<file path="config.mk">
export PLATFORM = sky130hd
export DESIGN_NAME = vrtb_fifo
export DESIGN_NICKNAME = d
export VERILOG_FILES = /design/src/sv/video_register_timer_block_assert.svh /design/src/sv/vrtb_pkg.sv /design/src/sv/vrtb_fifo.sv
export SDC_FILE = /design/constraint.sdc
export NUM_CORES = 1
export LEC_CHECK = 0
export BUFFER_PORTS_ARGS = -buffer_cell sky130_fd_sc_hd__buf_2
export CORE_MARGIN = 2
export CORE_UTILIZATION = 44
export CTS_CLUSTER_SIZE = 30
export DETAILED_ROUTE_END_ITERATION = 6
export GPL_TIMING_DRIVEN = 0
export PLACE_DENSITY = 0.69
export SLEW_MARGIN = 10
export SYNTH_ARGS = -nofsm -noshare
export SYNTH_HDL_FRONTEND = slang
export SYNTH_SLANG_ARGS = --single-unit
</file>
<file path="constraint.sdc">
create_clock -name i_clk -period 2.55 [get_ports i_clk]
set_input_delay 0.255 -clock i_clk [delete_from_list [all_inputs] [get_ports i_clk]]
set_output_delay 0.255 -clock i_clk [all_outputs]
set_load 0.01 [all_outputs]
</file>
<file path="src/sv/video_register_timer_block_assert.svh">
// assertion macros for the video register timer block
// used by modules that check their own control logic, clock is i_clk
`ifndef VIDEO_REGISTER_TIMER_BLOCK_ASSERT_SVH
`define VIDEO_REGISTER_TIMER_BLOCK_ASSERT_SVH
`ifndef SYNTHESIS
`define VRTB_ASSERT(label, prop) \
    label: assert property (@(posedge i_clk) disable iff (!i_rst_n) prop) \
        else $error("vrtb assertion failed");
`define VRTB_ASSERT_NORST(label, prop) \
    label: assert property (@(posedge i_clk) prop) \
        else $error("vrtb assertion failed");
`else
`define VRTB_ASSERT(label, prop)
`define VRTB_ASSERT_NORST(label, prop)
`endif
`endif

</file>
<file path="src/sv/vrtb_pkg.sv">
// shared types, constants and helpers of the video register timer block
// no dependencies
`default_nettype none

package vrtb_pkg;

    localparam int VBLANK_LINE     = 248;
    localparam int PIXELS_PER_LINE = 384;
    localparam int VRAM_WORDS      = 34816;
    localparam int VRAM_AW         = $clog2(VRAM_WORDS);
    localparam int Q_DEPTH         = 2;
    localparam int Q_PW            = $clog2(Q_DEPTH);
    localparam int Q_CW            = $clog2(Q_DEPTH + 1);

    localparam logic [15:0] SPRITE_MASK = 16'h87ff;
    localparam logic [15:0] MAIN_MASK   = 16'h7fff;
    localparam logic [8:0]  RASTER_OFS  = 9'h0f8;

    // bus register numbers
    localparam logic [2:0] REG_ADDR   = 3'd0;
    localparam logic [2:0] REG_DATA   = 3'd1;
    localparam logic [2:0] REG_STEP   = 3'd2;
    localparam logic [2:0] REG_MODE   = 3'd3;
    localparam logic [2:0] REG_RLD_HI = 3'd4;
    localparam logic [2:0] REG_RLD_LO = 3'd5;
    localparam logic [2:0] REG_ACK    = 3'd6;
    localparam logic [2:0] REG_NONE   = 3'd7;

    typedef enum logic [1:0] {
        FN_READ  = 2'd0,
        FN_WRITE = 2'd1,
        FN_FRAME = 2'd2,
        FN_LINE  = 2'd3
    } t_func;

    typedef enum logic [3:0] {
        OP_READ_BUF,
        OP_READ_STEP,
        OP_READ_RASTER,
        OP_WR_ADDR,
        OP_WR_DATA,
        OP_WR_STEP,
        OP_WR_MODE,
        OP_WR_RLD_HI,
        OP_WR_RLD_LO,
        OP_WR_ACK,
        OP_NOP,
        OP_FRAME,
        OP_LINE
    } t_op;

    typedef enum logic [1:0] {
        ST_CLEAR,
        ST_EXEC,
        ST_FETCH
    } t_back_state;

    typedef struct packed {
        logic [1:0]  func;
        logic [2:0]  reg_index;
        logic [15:0] write_data;
        logic [8:0]  line_number;
    } t_in_word;

    typedef struct packed {
        logic [15:0] read_data;
        logic        vblank_pending;
        logic        timer_pending;
        logic        reset_pending;
    } t_out_word;

    typedef struct packed {
        t_op         op;
        logic [15:0] data;
        logic [8:0]  line;
    } t_cmd;

    typedef struct packed {
        logic full;
        logic empty;
    } t_q_stat;

    // vram index of a bus address, sprite window folds onto 0x8000..0x87ff
    function automatic logic [VRAM_AW-1:0] ram_slot(input logic [15:0] addr);
        logic [15:0] s;
        s = addr[15] ? (addr & SPRITE_MASK) : (addr & MAIN_MASK);
        return VRAM_AW'(s);
    endfunction

endpackage

`default_nettype wire

</file>
<file path="src/sv/vrtb_fifo.sv">
// short command queue between the front end and the execution back end
// depends on vrtb_pkg
`default_nettype none

module vrtb_fifo (
    input  wire logic           i_clk,
    input  wire logic           i_rst_n,
    input  wire logic           i_push,
    input  wire vrtb_pkg::t_cmd i_cmd,
    input  wire logic           i_pop,
    output vrtb_pkg::t_q_stat   o_stat,
    output vrtb_pkg::t_cmd      o_head
);
    import vrtb_pkg::*;

    t_cmd r_mem [Q_DEPTH];
    logic [Q_PW-1:0] r_wr_ptr, n_wr_ptr;
    logic [Q_PW-1:0] r_rd_ptr, n_rd_ptr;
    logic [Q_CW-1:0] r_count, n_count;

    assign o_stat.full  = (r_count == Q_CW'(Q_DEPTH));
    assign o_stat.empty = (r_count == '0);
    assign o_head       = r_mem[r_rd_ptr];

    always_comb begin
        n_wr_ptr = r_wr_ptr;
        n_rd_ptr = r_rd_ptr;
        n_count  = r_count;
        if (i_push) begin
            n_wr_ptr = (r_wr_ptr == Q_PW'(Q_DEPTH - 1)) ? '0 : r_wr_ptr + 1'b1;
        end
        if (i_pop) begin
            n_rd_ptr = (r_rd_ptr == Q_PW'(Q_DEPTH - 1)) ? '0 : r_rd_ptr + 1'b1;
        end
        case ({i_push, i_pop})
            2'b10:   n_count = r_count + 1'b1;
            2'b01:   n_count = r_count - 1'b1;
            default: n_count = r_count;
        endcase
    end

    always_ff @(posedge i_clk) begin
        if (!i_rst_n) begin
            r_wr_ptr <= '0;
            r_rd_ptr <= '0;
            r_count  <= '0;
        end else begin
            r_wr_ptr <= n_wr_ptr;
            r_rd_ptr <= n_rd_ptr;
            r_count  <= n_count;
        end
    end

    always_ff @(posedge i_clk) begin
        if (i_push) begin
            r_mem[r_wr_ptr] <= i_cmd;
        end
    end

endmodule

`default_nettype wire

</file>
Word-level counts from Yosys, hierarchy flattened. Memories as Yosys holds them, arrays and structs flattened. A register that Yosys moved wholly into a read port is not among the register bits. Cells that the tools add are included.

Register bits: 4. Bits in writable memories: 58. Input port bits: 33. Logic and storage cells: 20. Memories kept: 1.

Memory list: r_mem (words 2, width 29, read ports 1, clocked after Yosys merged registers in 1, write ports 1, line vrtb_fifo.sv:16) `t_cmd r_mem [Q_DEPTH];`.

$add $sub $neg: 4. Equality and inequality tests: 3. Muxes and demuxes: 7. Reductions and logical operators: 2.

Operators with widths (number): $mux W1 (6); $eq A2 B2 Y1 const B (2); $pmux W2 S2 (1); $add A1 B1 Y1 const B (2); $add A2 B1 Y2 const B (1); $eq A2 B1 Y1 const B (1); $logic_not A2 Y1 (1); $reduce_bool A2 Y1 (1); $sub A2 B1 Y2 const B (1).

Depth between registers and ports, before layout. Gate-level depths: netlist of run 1.

Depth after elaboration: 4. Mapped depth: 5. Gate-level depth less buffers: 5.

Worst setup path before layout of run 1. No wires, ideal clock.

Kind: register -> register. From: reg r_wr_ptr. To: mem r_mem[0][0] (netlist bit), enable pin. Setup time: 0.417 ns. Arrival: 1.573 ns. Slack: 0.560 ns. Stages on the path, launching flop included: 2. Buffers on the path: 0. Clock period less this slack: 1.990 ns. Cells stage by stage: dfxtp_1 nor2_1.

RTL lines: start: declaration (line vrtb_fifo.sv:17) `logic [Q_PW-1:0] r_wr_ptr, n_wr_ptr;`; start signal: assignment (line vrtb_fifo.sv:48) `r_wr_ptr <= n_wr_ptr;`; end: declaration (line vrtb_fifo.sv:16).

Straight into the memory's write port.

==> reports/metrics.csv, run 1 <==
metric,value,unit
status,"complete, no violations",
hold_ws,119,ps
finalMaxSlewViolations,0,
syn_avg_cell_area,20.6,µm²
end_kind,output pin,
post_layout_nonfiller_instances,262,
cts_root_buffer,clkbuf_8,
crit_top_cell,buf_2,
rows,26,
yosysWarnings,0,
dieWidth,76.3,µm
synth.cell_area,2300,µm²
syn-num-nets,146,
ys_seq_area_share,80.0,%
critPathSlowestCell,mux2_2,
worstPathMaxFanout,10,
max_stage_delay,350,ps
preCtsSetupSlack,1020,ps
worstMarginPinSlew,865,ps
cts_resized,0,
maxCapViolations,0,
fin_nets,222,
diodes,0,
vias_per_cell,4.71,
netlist.area_leader.share,75.7,%
worst-endpoint-arrival,1590,ps
ioPinCount,64,
antenna_left,0,
finalWorstSetupSlack,702,ps
start_kind,flip-flop,
crit_chain,"buf_2, buf_4, mux2_2, buf_2",
syn-instance-count,112,
drc_errors,0,
place.port_buffers,63,
fp.dieArea,5830,µm²
required,2300,ps
coreArea,5070,µm²
postLayoutCoreUtil,57.4,%
synthTopCellsByCount,"edfxtp_1, mux2_2, dfxtp_1, and2_1",
place_inst,247,
initial_core_util,45.4,%
track_usage,14.3,%
cts_buffer_depth,2,
place.gp.congestion,0.667,
clk_pin_slew,60,ps
grt_max_degree,31,
clock_latency,320,ps
synth.most_common_cell,edfxtp_1,
cts_tree,yes,
synthFlopType,edfxtp_1,
slew_headroom,42.2,%
drt-total-wl,3.96,mm
postCtsSetupRepairBufs,0,
area_growth,26.6,%
cts-buffers-inserted,9,
clock-sinks,63,
yosysTopAreaCell,edfxtp_1,
drt_iter0_markers,39,
via_count,1235,
cts_htree_levels,3,
ys_types,17,
worstHoldPathType,in2reg,
setup_viol,0,
rsz0062_at_grt,false,
hold_buffers,0,
synth.area.top_cells,"edfxtp_1, mux2_2, dfxtp_1",
hold_violations,0,
powerDensity,764,nW/µm²
min_period_over_period,72.5,%
grt_pass1_vias,1332,
synth-seq-cells,63,
wl_per_cell,15.1,µm
dp_hpwl,2.77,mm
synth-edff-count,58,
antenna_found_initial,0,
period_needed,1850,ps
skew,2.74,ps
firstDrtPassIters,4,
max_freq,541,MHz
path_class,reg2out,
ir_drop,0.000639,V
fp.dieH,76.3,µm
drive_gt1_share,58.3,%
p_leak,0.00112,µW
grt_pass1_wl,6.29,mm
overflow,0,
synthArstFlopShare,0,%
## logic make-up after synthesis
kind of cell	Yosys count	synth area share, %
fa+ha+maj	1	0.543
mux	29	14.2
buf+inv	4	0.924
compound gates	3	0.870
xor+xnor	3	1.14
flops	63	80.0
simple gates	9	2.34
## final timing paths
kind / start / end / cells past startpoint / slack, ps
worst max-delay path: flip-flop / o_head[3] / 4 / 700
worst min register to register: r_count[1] / r_count[1] / 2 / 570
worst max register to register: r_wr_ptr / r_mem[0][7] / 1 / 1130
worst min-delay path: i_cmd[18] / r_mem[0][18] / 1 / 120
## per-stage QoR
stage          setup TNS [ps]  power (µW)  area (µm²)
2_1_floorplan               0        1370        2300
3_3_place_gp            -3740        1460        2710
3_5_place_dp                0        1480        2740
4_1_cts                     0        2250        2920
5_1_grt                     0        2320        2920
6_report                    0        2230        2920
## critical path: cells and delay by family (launching register included)
kind | cells | cell delay (ps)
multiplexers | 1 | 350
buffers and inverters | 3 | 600
flip-flops | 1 | 320
## routing by layer
metal  track usage, %  vias up  part of all wire (%)
li1                 -      584                     -
met1             15.6      598                    40
met2             25.1       43                    52
met3             4.62       10                   6.1
met4             7.09        0                   1.6
met5                0        -                     0
## cell usage in the layout (no fill, tap or decap), drive strengths merged
master,instances
or3,1
edfxtp,58
nor2b,1
bufinv,1
xor2,1
dfxtp,5
xnor2,2
ha,1
o21ai,1
clkbuf,9
a21boi,1
and2,4
mux2,29
and2b,1
inv,1
buf,68
nor2,2
clkinv,5
o21a,1
## report_power, final
group / total [µW] / internal (µW) / switching (µW)
clock: 775 / 433 / 341
combinational: 244 / 122 / 123
sequential: 1210 / 1190 / 17.9
## layout make-up
cell class	count	area [µm²]
Inverter	1	3.75
Clock buffer	9	124
Tap cell	70	87.6
Clock inverter	6	52.6
Fill cell	439	2160
Buffer	3	17.5
Multi-Input combinational cell	45	447
Sequential cell	63	1840
Timing Repair Buffer	65	342
## registers in the layout (all words and copies together), names as in the netlist, named ones only
register,flops
r_mem,58
r_wr_ptr,1
r_count,2
r_rd_ptr,1
Power figures use the tool's default switching activity.
==> inputs of run 2 (changes only) <==
Clock period 2.55 ns to 1.8 ns, I/O delays scaled along.
==> reports/metrics.csv, run 2 (synthesis results as in run 1) <==
metric,value,unit
fin_nets,220,
period_needed,1720,ps
min_period_over_period,95.3,%
worst-endpoint-arrival,1540,ps
antenna_found_initial,0,
overflow,0,
drc_errors,0,
worstRegToRegCells,1,
grt_pass1_vias,1354,
place_inst,245,
layout_common_cells,"buf_2, edfxtp_1, mux2_2",
fp.dieH,76.3,µm
firstDrtPassIters,4,
place.gp.congestion,0.645,
area_growth,24.4,%
hold_buffers,0,
rows,26,
status,"complete, no violations",
grt.met3_usage,3.79,%
skew,6.68,ps
p_leak,0.00109,µW
clock_latency,320,ps
crit_buf_inv,3,
ir_drop,0.000474,V
place.port_buffers,63,
antenna_left,0,
cts_htree_levels,3,
grt.busiest_layer,met2,
fp.dieArea,5830,µm²
p_sw,654,µW
ioPinCount,64,
clkPwrFrac,31.5,%
end_kind,output pin,
track_usage,14.3,%
tns,0,ps
dieWidth,76.3,µm
cts_tree,yes,
setup_viol,0,
clock-sinks,63,
largest_register_ffs,58,
dp_hpwl,2.58,mm
placed_area,2710,µm²
cts-buffers-inserted,9,
max_freq,583,MHz
grtUsageMet2,24.5,%
top_register,r_mem,
design_area,2860,µm²
finalMaxSlewViolations,0,
r2r-end,r_mem[0][26],
preCtsSetupSlack,-115,ps
rsz0062_at_grt,false,
coreArea,5070,µm²
maxCapViolations,0,
worstPathMaxFanout,10,
grt_pass1_wl,6.24,mm
crit_family,buffers and inverters,
reg_top3,"r_mem (58), r_count (2)",
cts_buffer_depth,2,
wl_per_cell,14.9,µm
power.share.switching,21.8,%
start_kind,flip-flop,
r2r_start,r_wr_ptr,
hold_end,r_mem[1][18],
initial_core_util,45.4,%
postLayoutCoreUtil,56.4,%
post_layout_nonfiller_instances,260,
globalRouteMet1Util,15.8,%
critPathSlowestCell,mux2_2,
finalWorstSetupSlack,84.4,ps
clk_pin_slew,60,ps
vias_per_cell,4.68,
drt-total-wl,3.87,mm
crit_top_cell,buf_4,
worstHoldPathType,in2reg,
worstHoldPathCells,1,
ff2ff_setup_slack,370,ps
final_common_cell,buf_2,
required,1620,ps
via_count,1217,
postCtsSetupRepairBufs,0,
cts_root_buffer,clkbuf_8,
powerDensity,1050,nW/µm²
combPwrFrac,11.3,%
diodes,0,
grt_max_degree,31,
crit_chain,"buf_4, buf_4, mux2_2, buf_2",
slew_headroom,40.9,%
path_class,reg2out,
hold_start,i_cmd[18],
hold_violations,0,
internal_power,2340,µW
seqPwrFrac,57.2,%
max_stage_delay,350,ps
drive_gt1_share,56.8,%
drt_iter0_markers,21,
worstMarginPinSlew,884,ps
-- run 2: cell types whose count changed in the layout (fill, tap and decap cells not counted) --
cell	change
clkbuf_1	+4
clkinv_2	-2
and2_1	-1
and2_2	+1
buf_2	-1
buf_4	+1
buf_6	-1
buf_8	-1
bufinv_16	-1
clkinv_1	-1
-- run 2: worst max path at each step --
stage / slack, ps / cells past startpoint / to
2_1_floorplan: 290 / 1 / r_mem[0][0]
3_3_place_gp: -50 / 1 / r_mem[0][10]
3_5_place_dp: -110 / 1 / r_mem[1][10]
4_1_cts: 50 / 4 / o_head[5]
5_1_grt: 4 / 4 / o_head[5]
6_report: 80 / 4 / o_head[5]
-- run 2: repair_timing --
item	4_1_cts	5_1_grt
endpoints found under the hold margin	0	0
setup endpoints to repair	39	0
resized for setup	2	0
-- run 2: final cells by class --
type / instances / area, µm²
clock inverter: 2 / 8.76
sequential: 63 / 1840
inverter: 1 / 3.75
multi-input combinational: 45 / 448
tap: 70 / 87.6
timing repair buffer: 63 / 315
clock buffer: 13 / 139
buffer: 3 / 20.0
fill: 444 / 2210
-- run 2: metal layers --
| metal | up-vias | part of all wire (%) |
|---|---|---|
| li1 | 577 | - |
| met1 | 590 | 42 |
| met2 | 44 | 51 |
| met3 | 6 | 5.5 |
| met4 | 0 | 1.3 |
| met5 | - | 0 |
-- run 2: power groups by stage --
stage          sequential (µW)  combinational (µW)  clock [µW]
2_1_floorplan             1740                 202           0
3_3_place_gp              1740                 331           0
3_5_place_dp              1750                 345           0
4_1_cts                   1710                 348         976
5_1_grt                   1720                 372        1030
6_report                  1710                 340         945
-- run 2: through the flow --
step / hold slack [ps] / total power, µW
floorplan: 279 / 1940
detailed placement: 374 / 2090
global placement: 368 / 2070
global route: 29.3 / 3130
CTS: 30.6 / 3040
finish: 48.4 / 3000
