$ cat src/sv/video_register_timer_block_assert.svh
// assertion macros for the video register timer block
// used by modules that check their own control logic, clock is i_clk
`ifndef VIDEO_REGISTER_TIMER_BLOCK_ASSERT_SVH
`define VIDEO_REGISTER_TIMER_BLOCK_ASSERT_SVH
`ifndef SYNTHESIS
`define VRTB_ASSERT(label, prop) \
    label: assert property (@(posedge i_clk) disable iff (!i_rst_n) prop) \
        else $error("vrtb assertion failed");
`define VRTB_ASSERT_NORST(label, prop) \
    label: assert property (@(posedge i_clk) prop) \
        else $error("vrtb assertion failed");
`else
`define VRTB_ASSERT(label, prop)
`define VRTB_ASSERT_NORST(label, prop)
`endif
`endif

$ cat src/sv/vrtb_pkg.sv
// shared types, constants and helpers of the video register timer block
// no dependencies
`default_nettype none

package vrtb_pkg;

    localparam int VBLANK_LINE     = 248;
    localparam int PIXELS_PER_LINE = 384;
    localparam int VRAM_WORDS      = 34816;
    localparam int VRAM_AW         = $clog2(VRAM_WORDS);
    localparam int Q_DEPTH         = 2;
    localparam int Q_PW            = $clog2(Q_DEPTH);
    localparam int Q_CW            = $clog2(Q_DEPTH + 1);

    localparam logic [15:0] SPRITE_MASK = 16'h87ff;
    localparam logic [15:0] MAIN_MASK   = 16'h7fff;
    localparam logic [8:0]  RASTER_OFS  = 9'h0f8;

    // bus register numbers
    localparam logic [2:0] REG_ADDR   = 3'd0;
    localparam logic [2:0] REG_DATA   = 3'd1;
    localparam logic [2:0] REG_STEP   = 3'd2;
    localparam logic [2:0] REG_MODE   = 3'd3;
    localparam logic [2:0] REG_RLD_HI = 3'd4;
    localparam logic [2:0] REG_RLD_LO = 3'd5;
    localparam logic [2:0] REG_ACK    = 3'd6;
    localparam logic [2:0] REG_NONE   = 3'd7;

    typedef enum logic [1:0] {
        FN_READ  = 2'd0,
        FN_WRITE = 2'd1,
        FN_FRAME = 2'd2,
        FN_LINE  = 2'd3
    } t_func;

    typedef enum logic [3:0] {
        OP_READ_BUF,
        OP_READ_STEP,
        OP_READ_RASTER,
        OP_WR_ADDR,
        OP_WR_DATA,
        OP_WR_STEP,
        OP_WR_MODE,
        OP_WR_RLD_HI,
        OP_WR_RLD_LO,
        OP_WR_ACK,
        OP_NOP,
        OP_FRAME,
        OP_LINE
    } t_op;

    typedef enum logic [1:0] {
        ST_CLEAR,
        ST_EXEC,
        ST_FETCH
    } t_back_state;

    typedef struct packed {
        logic [1:0]  func;
        logic [2:0]  reg_index;
        logic [15:0] write_data;
        logic [8:0]  line_number;
    } t_in_word;

    typedef struct packed {
        logic [15:0] read_data;
        logic        vblank_pending;
        logic        timer_pending;
        logic        reset_pending;
    } t_out_word;

    typedef struct packed {
        t_op         op;
        logic [15:0] data;
        logic [8:0]  line;
    } t_cmd;

    typedef struct packed {
        logic full;
        logic empty;
    } t_q_stat;

    // vram index of a bus address, sprite window folds onto 0x8000..0x87ff
    function automatic logic [VRAM_AW-1:0] ram_slot(input logic [15:0] addr);
        logic [15:0] s;
        s = addr[15] ? (addr & SPRITE_MASK) : (addr & MAIN_MASK);
        return VRAM_AW'(s);
    endfunction

endpackage

`default_nettype wire

$ cat src/sv/vrtb_front.sv
// front end: takes bus words, decodes them into commands, pushes the queue
// depends on vrtb_pkg
`default_nettype none

module vrtb_front (
    input  wire logic              i_clk,
    input  wire logic              i_rst_n,
    input  wire logic              i_in_valid,
    output logic                   o_in_stall,
    input  wire vrtb_pkg::t_in_word i_in_word,
    input  wire logic              i_clearing,
    input  wire vrtb_pkg::t_q_stat i_q_stat,
    output logic                   o_push,
    output vrtb_pkg::t_cmd         o_cmd
);
    import vrtb_pkg::*;

    logic r_cmd_valid, n_cmd_valid;
    t_cmd r_cmd;
    logic accept;

    function automatic t_op decode(input logic [1:0] fn, input logic [2:0] idx);
        t_op op;
        op = OP_NOP;
        case (t_func'(fn))
            FN_READ: begin
                case (idx) inside
                    REG_ADDR, REG_DATA, REG_RLD_HI, REG_RLD_LO: op = OP_READ_BUF;
                    REG_STEP, REG_ACK:                          op = OP_READ_STEP;
                    default:                                    op = OP_READ_RASTER;
                endcase
            end
            FN_WRITE: begin
                case (idx)
                    REG_ADDR:   op = OP_WR_ADDR;
                    REG_DATA:   op = OP_WR_DATA;
                    REG_STEP:   op = OP_WR_STEP;
                    REG_MODE:   op = OP_WR_MODE;
                    REG_RLD_HI: op = OP_WR_RLD_HI;
                    REG_RLD_LO: op = OP_WR_RLD_LO;
                    REG_ACK:    op = OP_WR_ACK;
                    REG_NONE:   op = OP_NOP;
                    default:    op = OP_NOP;
                endcase
            end
            FN_FRAME: op = OP_FRAME;
            FN_LINE:  op = OP_LINE;
            default:  op = OP_NOP;
        endcase
        return op;
    endfunction

    assign o_push     = r_cmd_valid && !i_q_stat.full;
    assign o_in_stall = i_clearing || (r_cmd_valid && i_q_stat.full);
    assign accept     = i_in_valid && !o_in_stall;
    assign o_cmd      = r_cmd;

    always_comb begin
        n_cmd_valid = r_cmd_valid;
        if (accept) begin
            n_cmd_valid = 1'b1;
        end else if (o_push) begin
            n_cmd_valid = 1'b0;
        end
    end

    always_ff @(posedge i_clk) begin
        if (!i_rst_n) begin
            r_cmd_valid <= 1'b0;
        end else begin
            r_cmd_valid <= n_cmd_valid;
        end
    end

    always_ff @(posedge i_clk) begin
        if (accept) begin
            r_cmd.op   <= decode(i_in_word.func, i_in_word.reg_index);
            r_cmd.data <= i_in_word.write_data;
            r_cmd.line <= i_in_word.line_number;
        end
    end

endmodule

`default_nettype wire

$ cat config.mk
export PLATFORM = sky130hd
export DESIGN_NAME = vrtb_front
export DESIGN_NICKNAME = d
export VERILOG_FILES = /design/src/sv/video_register_timer_block_assert.svh /design/src/sv/vrtb_pkg.sv /design/src/sv/vrtb_front.sv
export SDC_FILE = /design/constraint.sdc
export NUM_CORES = 1
export LEC_CHECK = 0
export BUFFER_PORTS_ARGS = -buffer_cell sky130_fd_sc_hd__buf_2
export CORE_MARGIN = 1
export CORE_UTILIZATION = 37
export CTS_CLUSTER_SIZE = 25
export DETAILED_ROUTE_END_ITERATION = 12
export MAX_ROUTING_LAYER = met4
export PLACE_DENSITY = 0.74
export SLEW_MARGIN = 20
export SYNTH_ARGS = -nofsm -noshare
export SYNTH_HDL_FRONTEND = slang
export SYNTH_SLANG_ARGS = --single-unit
export TNS_END_PERCENT = 5
$ cat constraint.sdc
create_clock -name i_clk -period 2.4 [get_ports i_clk]
set_input_delay 0.48 -clock i_clk [delete_from_list [all_inputs] [get_ports i_clk]]
set_output_delay 0.48 -clock i_clk [all_outputs]
set_load 0.05 [all_outputs]
Word-level counts from Yosys, hierarchy flattened
Memories as Yosys holds them, arrays and structs flattened. Index checks and enable logic that the tools add are counted.

Reductions and logical operators: 11. Multiplexer cells: 5. Eq/ne operators: 8. Shifts and indexed selects: 0. Divide/modulo/power cells: 0. $add $sub $neg: 0. Multipliers: 0. Order comparisons: 0. Bitwise operators: 0.

Operators with widths (count): 4-bit one-hot mux with 4 select lines (1); 3-bit == test, second input constant (3); 2-bit == test, second input constant (2); 2-bit 2-to-1 mux (2); 4-bit OR reduction (1); 3-bit by 1-bit == test with 1-bit output, second input constant (1); 3-bit by 2-bit == test with 1-bit output, second input constant (1); 1-bit logical AND (3); 3-bit logical NOT (1); 2-bit by 1-bit == test with 1-bit output, second input constant (1); 1-bit logical NOT (2); 2-bit logical NOT (1); 1-bit 2-to-1 mux (2); 2-bit nonzero test (1); 2-bit OR reduction (1); 1-bit logical OR (1).

Memory bits (read-only): 32. Bits in registers: 30. Memories: 1. Latch bits: 0. Input port bits: 36. Output and inout port bits: 31. Logic and storage cells: 29. Memory bits (writable): 0.

Memory list: (name not given) (words 8, width 4, rd ports 1, clocked after Yosys merged registers in 0, write ports 0, line vrtb_front.sv:34) `case (idx)`.

Depth between registers and ports, before layout
Gate-level depths: netlist of run 1.

Word-level depth: 5. Depth in mapped cells: 4. Gate-level depth less buffers: 4.

Worst setup path after synthesis of run 1
OpenSTA, ideal clock, no wires.

Path kind: input-to-reg. Start: input i_clearing. End: register r_cmd, in the netlist o_cmd[0] (enable). Data required time: 1.975 ns. Path slack: -0.093 ns. Library setup time: 0.425 ns. Cell stages on the path: 2. Data arrival time: 2.068 ns. Cells stage by stage: nand2b_1 a21oi_1.

Cells in the longest elaborated chain, start to end: 3.

RTL lines: start, declared (line vrtb_front.sv:11) `input wire logic i_clearing,`; 1-bit logical OR (line vrtb_front.sv:54) `assign o_in_stall = i_clearing || (r_cmd_valid && i_q_stat.full);`; 1-bit logical NOT (line vrtb_front.sv:55) `assign accept = i_in_valid && !o_in_stall;`; 1-bit logical AND (line vrtb_front.sv:55); named net accept (line vrtb_front.sv:20) `logic accept;`; end, declared (line vrtb_front.sv:19) `t_cmd r_cmd;`.

The timed path passes the listed nets, and every way through them passes these cells. A chain may end at the register's enable or synchronous reset.

Final worst setup path of run 1
Start: register r_cmd_valid. End: output o_in_stall.

Cells in the longest elaborated chain, start to end: 2.

RTL lines: start, declared (line vrtb_front.sv:18) `logic r_cmd_valid, n_cmd_valid;`; start signal, assigned (line vrtb_front.sv:71) `r_cmd_valid <= n_cmd_valid;`; 1-bit logical AND (line vrtb_front.sv:54); 1-bit logical OR (line vrtb_front.sv:54); end, declared (line vrtb_front.sv:9) `output logic o_in_stall,`.

No other way between the ends.

==> metrics.yaml, run 1 <==
power_leakage_nw: 0.649
ys_seq_elements: 30
place_congestion: 0.663
critPathLaunch: "r_cmd_valid"
grt_start_max_net_pins: 30
post-route-min-period_ns: 1.55
syn-num-nets: 92
synth_top_area_frac: 0.837
timing.rr.end: "o_cmd[21]"
drt-initial-drc-count: 9
period_share: 0.645
drtPass1Iterations: 4
cts_tree: "done"
rsz0062_at_grt: "false"
antenna_found_initial: 0
routed_via_density: 4.48
startpoint_type: "register"
postRouteAntennaNets: 0
cp.required_ns: 1.92
post-synth-top-count-cell: "edfxtp_1"
fin_tns_setup_ns: 0
post-route-drc-count: 0
drive_gt1_frac: 0.600
grt_pass1_wl_mm: 2.62
hold_path.class: "in2reg"
total_power_mw: 1.02
fp.dieW_um: 55.0
numPortBuffers: 65
syn_area_per_cell_sq_um: 20.0
outcome: "finished clean"
design.die.area_sq_um: 3030
wl_mm: 1.96
setup_viol_count_final: 0
core_area_sq_um: 2570
via_count: 695
worstHoldStart: "i_in_word[9]"
synth_top_area_cell: "edfxtp_1"
place_area_sq_um: 1420
synth.distinct_cells: 14
syn_area_sq_um: 1040
path_max_fanout: 3
hold_viol_final: 0
crit_arrival_ns: 1.07
dp_hpwl_mm: 1.51
cts.htree.levels: 2
end_kind: "primary output"
max_freq_mhz: 646
n_antenna_cell: 0
max-slew-margin-rel: 0.767
layout.nets: 165
synth_warnings: 0
cts_hold_buf: 0
die_h_um: 55.0
postLayoutCellArea_sq_um: 1460
wire_per_inst_um: 12.6
crit_type: "reg2out"
ys.flop_type: "edfxtp_1"
cts_sinks: 30
ctsResizeCount: 0
initial_core_util: 0.405
grt_pass1_vias: 625
grt_usage: 0.142
holdWs_ns: 0.335
synthTopCellsByArea: "edfxtp_1 84%, ha_1 4.8%, dfxtp_1 1.9%"
synth_cells: 52
async_flop_share: 0
ctsLongestPathBuffers: 2
ioPinCount: 67
power_density_nw_per_um2: 700
clock_latency_ns: 0.31
numCtsBuffers: 5
ir_worst_vdd_mv: 0.530
finalMaxSlewViolations: 0
cts_root_buffer: "clkbuf_4"
netlist_top_cells_count: "29 x edfxtp_1, 4 x ha_1, 3 x inv_1, 3 x nand2b_1, 3 x nor2_1"
synth-edff-count: 29
yosysSeqAreaShare: 0.856
area_growth_pct: 40.5
overflow: 0
post-cts-setup-buffer-count: 0
ff2ff_setup_slack_ns: 1.29
max_cap_viol_count: 0
clk_pin_slew_ns: 0.09
worst_r2r_startpoint: "r_cmd_valid"
rows: 18
rr_worst_depth: 2
whs_path_depth: 1
tightest_slew_ns: 0.349
worst_clock_skew_ns: 0.00934
holdPathEnd: "o_cmd[9]"
## through the flow
stage          cells  setup WS, ns   util
6_report         155         0.851  0.570
5_1_grt          155         0.761  0.570
4_1_cts          155         0.824  0.570
3_5_place_dp     148         0.846  0.551
3_3_place_gp     148         0.878  0.551
2_1_floorplan     52         0.552      -
## worst max-delay path by stage
stage / end / depth (start not counted) / slack (ns)
3_3_place_gp: o_cmd[24] / 4 / 0.88
2_1_floorplan: o_cmd[0] / 2 / 0.55
3_5_place_dp: o_cmd[12] / 4 / 0.85
5_1_grt: o_push / 2 / 0.76
6_report: o_in_stall / 3 / 0.85
4_1_cts: o_in_stall / 3 / 0.82
## logic make-up after synthesis
family                     count (synthesis)  share of synthesized area
AOI/OAI and AO/OA                          6                     0.0409
adders and majority gates                  4                     0.0481
buffers and inverters                      3                     0.0108
DFF                                       30                      0.856
and+or+nand+nor                            9                     0.0445
## layout make-up
type                            count  area, sq um
Clock buffer                        5         37.5
Clock inverter                      2         10.0
Fill cell                         214         1100
Inverter                            3         11.3
Multi-Input combinational cell     19          143
Sequential cell                    30          891
Tap cell                           30         37.5
Timing Repair Buffer               66          333
## state kept, by name, summed over array words and instances, names as in the netlist
name         cells
o_cmd           29
r_cmd_valid      1
## placed cells by master (no fill, tap or decap), drive strengths merged, types with 2 or more instances in the layout
| cell type | instances |
|---|---|
| buf | 66 |
| ha | 4 |
| nand2b | 3 |
| nor2 | 3 |
| edfxtp | 29 |
| clkinv | 2 |
| o22ai | 2 |
| inv | 3 |
| clkbuf | 5 |
## where the power goes
group	internal, mW	switching [mW]	leakage [nW]
registers	0.601	0.00536	0.280
clock network	0.105	0.155	0.0308
logic	0.0433	0.114	0.339
## worst max-delay path: stages (launching register included)
cell and delay (ns):
dfxtp_1 0.36, nand2_1 0.08, nand2b_1 0.07, buf_2 0.25
## metal layers
| layer | up-vias | GRT usage | wire, um | part of all wire |
|---|---|---|---|---|
| met1 | 300 | 0.147 | 752 | 0.38 |
| met5 | - | - | 0 | 0 |
| met3 | 4 | 0.0656 | 288 | 0.15 |
| met4 | 0 | 0.113 | 35 | 0.018 |
| met2 | 51 | 0.207 | 879 | 0.45 |
| li1 | 340 | - | - | - |
(Power assumes the default switching activity.)
==> run 2, diff against run 1 <==
Clock period 2.4 ns to 1.3 ns, I/O delays scaled along.
==> metrics.yaml, run 2 (same netlist as run 1, synthesis figures left out) <==
grt_pass1_wl_mm: 2.63  # was 2.62 mm
crit_family: "flip-flops"  # unchanged
via_count: 721  # was 695
slowest_stage: "dfxtp_4"  # was dfxtp_1
rows: 18  # unchanged
core_area_sq_um: 2570  # unchanged
postRouteAntennaNets: 0  # unchanged
clk_pin_slew_ns: 0.09  # about the same
layout_commonest_cell: "buf_2"  # unchanged
p_int_mw: 1.40  # was 0.750 mW
holdWs_ns: 0.108  # was 0.335 ns
fp.dieW_um: 55.0  # unchanged
area_growth_pct: 44.7  # was 40.5%
finalMaxSlewViolations: 0  # unchanged
initial_core_util: 0.405  # unchanged
n_antenna_cell: 0  # unchanged
fin_util: 0.587  # was 0.570
grt_usage: 0.147  # was 0.142
cp.required_ns: 1.04  # was 1.92 ns
cts_root_buffer: "clkbuf_4"  # unchanged
grt_start_max_net_pins: 30  # unchanged
power_density_nw_per_um2: 1280  # was 700 nW/um^2
startpoint_type: "register"  # unchanged
sw_frac_of_total: 0.272  # was 0.267
hold_viol_final: 0  # unchanged
power_frac_comb: 0.158  # was 0.153
max-slew-margin-rel: 0.823  # was 0.767
crit_arrival_ns: 1.00  # was 1.07 ns
numPortBuffers: 65  # unchanged
overflow: 0  # unchanged
routed_via_density: 4.62  # was 4.48
max_cap_viol_count: 0  # unchanged
antenna_found_initial: 0  # unchanged
grt_pass1_vias: 609  # was 625
p_seq_frac: 0.582  # was 0.593
design.die.area_sq_um: 3030  # unchanged
crit_type: "reg2out"  # unchanged
crit_buf_inv: 1  # unchanged
largest_register_ffs: 29  # unchanged
ctsLongestPathBuffers: 2  # unchanged
cp_cell_sequence: "nor2b_2 > buf_6"  # was nand2_1 > nand2b_1 > buf_2
die_h_um: 55.0  # unchanged
drt-initial-drc-count: 12  # was 9
path_max_fanout: 3  # unchanged
tightest_slew_ns: 0.267  # was 0.349 ns
power_frac_clock: 0.261  # was 0.254
power_leakage_nw: 0.658  # was 0.649 nW
setup_viol_count_final: 0  # unchanged
worst_clock_skew_ns: 0.00579  # was 0.00934 ns
cts.htree.levels: 2  # unchanged
hold_path.class: "in2reg"  # unchanged
ioPinCount: 67  # unchanged
layout.nets: 165  # unchanged
met1Wirelength_um: 770  # was 752 um
wl_met3_um: 304  # was 288 um
cts_sinks: 30  # unchanged
outcome: "finished clean"  # unchanged
clock_latency_ns: 0.32  # was 0.31 ns
end_kind: "primary output"  # unchanged
post-route-drc-count: 0  # unchanged
drive_gt1_frac: 0.611  # was 0.600
rsz0062_at_grt: "true"  # was false
top_layer: "met4"  # unchanged
power_switching_mw: 0.524  # was 0.274 mW
period_share: 0.965
max_freq_mhz: 797
ir_worst_vdd_mv: 0.898  # was 0.530 mV
numCtsBuffers: 5  # unchanged
wl_met2_um: 920  # was 879 um
cts_tree: "done"  # unchanged
drtPass1Iterations: 3  # was 4
post-cts-setup-buffer-count: 0  # unchanged
post-route-min-period_ns: 1.26
final_cell_mix: "63 x buf_2, 29 x edfxtp_1, 5 x clkbuf_4"  # was 65 x buf_2, 29 x edfxtp_1, 5 x clkbuf_4
place_congestion: 0.692  # was 0.663
wire_per_inst_um: 13.1  # was 12.6 um
wl_mm: 2.05  # was 1.96 mm
cpPeakStageDelay_ns: 0.37  # was 0.36 ns
-- run 2: final cells by class --
| class | instances | area (sq um) |
|---|---|---|
| Sequential cell | 30 | 895 |
| Tap cell | 30 | 37.5 |
| Clock buffer | 6 | 41.3 |
| Clock inverter | 2 | 8.76 |
| Multi-Input combinational cell | 19 | 155 |
| Timing Repair Buffer | 66 | 358 |
| Fill cell | 219 | 1060 |
| Inverter | 3 | 11.3 |
-- run 2: metal layers --
layer / GRT usage / up-vias
met4: 0.100 / 0
li1: - / 341
met5: - / -
met2: 0.221 / 51
met3: 0.0874 / 6
met1: 0.139 / 323
-- run 2: worst reg2reg max path, delay by kind of cell, from the launching register on --
family                 cells  cell delay, ns
AOI/OAI and AO/OA          1            0.14
buffers and inverters      1            0.21
DFF                        1            0.36
-- run 2: repair_timing --
action,CTS,global route
hold buffers,0,0
endpoints found under the setup margin,2,2
resized for setup,3,4
pin swaps,0,0
-- run 2: path summary, 6_finish.rpt --
kind / from / end / slack [ns] / cells past startpoint
worst max-delay path: r_cmd_valid / o_push / 0.04 / 2
worst max register to register: r_cmd_valid / o_cmd[17] / 0.30 / 2
worst min register to register: r_cmd_valid / r_cmd_valid / 0.53 / 2
worst min-delay path: i_in_word[18] / o_cmd[18] / 0.11 / 1
-- run 2: through the flow --
stage | TNS [ns] | cell area [sq um] | instances | setup slack (ns) | power (mW)
3_5_place_dp | 0 | 1440 | 148 | 0.0461 | 1.45
3_3_place_gp | 0 | 1440 | 148 | 0.0650 | 1.44
6_report | 0 | 1510 | 156 | 0.0449 | 1.93
4_1_cts | 0 | 1490 | 156 | 0.00507 | 1.95
2_1_floorplan | -1.46 | 1050 | 52 | -0.0503 | 1.33
5_1_grt | -0.0117 | 1510 | 156 | -0.00679 | 2.01
-- run 2: power by group through the flow --
stage               logic, mW  clock network (mW)  registers [mW]
global placement        0.294                   0            1.14
CTS                     0.304               0.520            1.12
detailed placement      0.301                   0            1.14
floorplan              0.0520                   0            1.28
finish                  0.304               0.502            1.12
global route            0.323               0.563            1.13
==> run 3, diff against run 2 <==
Settings changed: ABC_CLOCK_PERIOD_IN_PS set to 1300, SETUP_SLACK_MARGIN set to 0.15.
==> metrics.yaml, run 3 (same netlist as run 1, synthesis figures left out) <==
fillers: 189  # was 219
grt_usage: 0.147  # about the same
grt_start_max_net_pins: 30  # unchanged
core_area_sq_um: 2570  # unchanged
cts_hold_buf: 0  # unchanged
rsz0062_at_grt: "true"  # unchanged
design.die.area_sq_um: 3030  # unchanged
cts_tree: "done"  # unchanged
drtPass1Iterations: 3  # unchanged
max_freq_mhz: 797  # about the same
crit_type: "reg2out"  # unchanged
max-slew-margin-rel: 0.893  # was 0.823
overflow: 0  # unchanged
place_area_sq_um: 1440  # unchanged
cts_sinks: 30  # unchanged
dp_slack_ns: 0.0461  # unchanged
routed_via_density: 4.57  # was 4.62
crit_buf_inv: 1  # unchanged
via_count: 713  # was 721
cp_num_cells: 3  # was 2
fin_tns_setup_ns: 0  # unchanged
sw_frac_of_total: 0.270  # was 0.272
ir_worst_vdd_mv: 0.910  # was 0.898 mV
drive_gt1_frac: 0.611  # unchanged
clk_pin_slew_ns: 0.09  # about the same
postLayoutCellArea_sq_um: 1700  # was 1510 sq um
ff2ff_setup_slack_ns: 0.30  # about the same
finalMaxSlewViolations: 0  # unchanged
wl_mm: 2.15  # was 2.05 mm
cts_root_buffer: "clkbuf_4"  # unchanged
rr_worst_depth: 2  # unchanged
holdWs_ns: 0.109  # was 0.108 ns
ctsLongestPathBuffers: 2  # unchanged
cp-endpoint: "o_in_stall"  # was o_push
place_congestion: 0.692  # unchanged
critPathLaunch: "r_cmd_valid"  # unchanged
cpPeakStageDelay_ns: 0.38  # was 0.37 ns
drt-initial-drc-count: 14  # was 12
end_kind: "primary output"  # unchanged
clock_latency_ns: 0.32  # about the same
area_growth_pct: 63.0  # was 44.7%
path_max_fanout: 3  # unchanged
grt_pass1_vias: 612  # was 609
ioPinCount: 67  # unchanged
period_share: 0.966  # was 0.965
power_switching_mw: 0.535  # was 0.524 mW
rows: 18  # unchanged
power_density_nw_per_um2: 1170  # was 1280 nW/um^2
startpoint_type: "register"  # unchanged
postRouteAntennaNets: 0  # unchanged
p_int_mw: 1.45  # was 1.40 mW
cp.required_ns: 1.04  # about the same
setup_viol_count_final: 0  # unchanged
post-route-drc-count: 0  # unchanged
fp.dieW_um: 55.0  # unchanged
placed_cells: 148  # unchanged
grt_pass1_wl_mm: 2.64  # was 2.63 mm
slowest_stage: "dfxtp_4"  # unchanged
antenna_found_initial: 0  # unchanged
setup_slack_ns: 0.0446  # was 0.0449 ns
crit_family: "flip-flops"  # unchanged
layout.nets: 165  # unchanged
outcome: "finished clean"  # unchanged
stdcell_count: 156  # unchanged
largest_register_ffs: 29  # unchanged
tightest_slew_ns: 0.161  # was 0.267 ns
n_antenna_cell: 0  # unchanged
cts.htree.levels: 2  # unchanged
power_frac_comb: 0.177  # was 0.158
numCtsBuffers: 5  # unchanged
p_seq_frac: 0.570  # was 0.582
crit_arrival_ns: 1.00  # about the same
max_cap_viol_count: 0  # unchanged
worst_r2r_startpoint: "r_cmd_valid"  # unchanged
wire_per_inst_um: 13.8  # was 13.1 um
hold_viol_final: 0  # unchanged
hold_path.class: "in2reg"  # unchanged
power_frac_clock: 0.253  # was 0.261
worst_clock_skew_ns: 0.00578  # was 0.00579 ns
numPortBuffers: 65  # unchanged
post-cts-setup-buffer-count: 0  # unchanged
cp_cell_sequence: "nand2_2 > nand2b_1 > buf_6"  # was nor2b_2 > buf_6
post-route-min-period_ns: 1.26  # about the same
initial_core_util: 0.405  # unchanged
power_leakage_nw: 0.721  # was 0.658 nW
layout_commonest_cell: "buf_2"  # unchanged
final_cell_mix: "34 x buf_2, 30 x buf_6, 29 x edfxtp_1"  # was 63 x buf_2, 29 x edfxtp_1, 5 x clkbuf_4
die_h_um: 55.0  # unchanged
timing.rr.end: "o_cmd[11]"  # was o_cmd[17]
## run 3: per-stage QoR
step | util | total power, mW
after floorplan | - | 1.33
after global placement | 0.560 | 1.44
after detailed placement | 0.560 | 1.45
after CTS | 0.589 | 1.95
after global routing | 0.661 | 2.07
final | 0.661 | 1.98
## run 3: area by class of cell
type	instances	area, sq um	area share
multi-input combinational	19	160	0.0944
clock buffer	6	41.3	0.0243
inverter	3	11.3	0.00664
sequential	30	895	0.527
clock inverter	2	8.76	0.00516
timing repair buffer	66	543	0.320
tap	30	37.5	0.0221
## run 3: worst min-delay path by stage
stage                endpoint  slack (ns)  cells after the start           from
floorplan            o_cmd[0]        0.36                      0   i_in_word[0]
global placement    o_cmd[24]        0.44                      1  i_in_word[24]
detailed placement   o_cmd[2]        0.44                      1   i_in_word[2]
CTS                 o_cmd[18]         0.1                      1  i_in_word[18]
global route        o_cmd[18]        0.08                      1  i_in_word[18]
finish              o_cmd[18]        0.11                      1  i_in_word[18]
## run 3: worst reg2reg max path, cell delays in order (launching register included)
cell	delay, ns
dfxtp_4	0.37
a21oi_4	0.14
buf_12	0.20
## run 3: per-layer routing
layer / GRT usage / vias to the layer above / part of all wire
met5: - / - / 0
met4: 0.100 / 0 / 0.022
met1: 0.141 / 315 / 0.35
li1: - / 341 / -
met3: 0.0874 / 6 / 0.14
met2: 0.221 / 51 / 0.49
## run 3: power by group through the flow
stage          combinational, mW  clock, mW  sequential [mW]
2_1_floorplan             0.0520          0             1.28
3_3_place_gp               0.294          0             1.14
3_5_place_dp               0.301          0             1.14
4_1_cts                    0.309      0.520             1.12
5_1_grt                    0.371      0.563             1.14
6_report                   0.351      0.503             1.13
## run 3: repair_timing
action,4_1_cts,5_1_grt
hold endpoints to repair,0,0
cloned,0,0
setup endpoints to repair,31,31
resized for setup,8,88
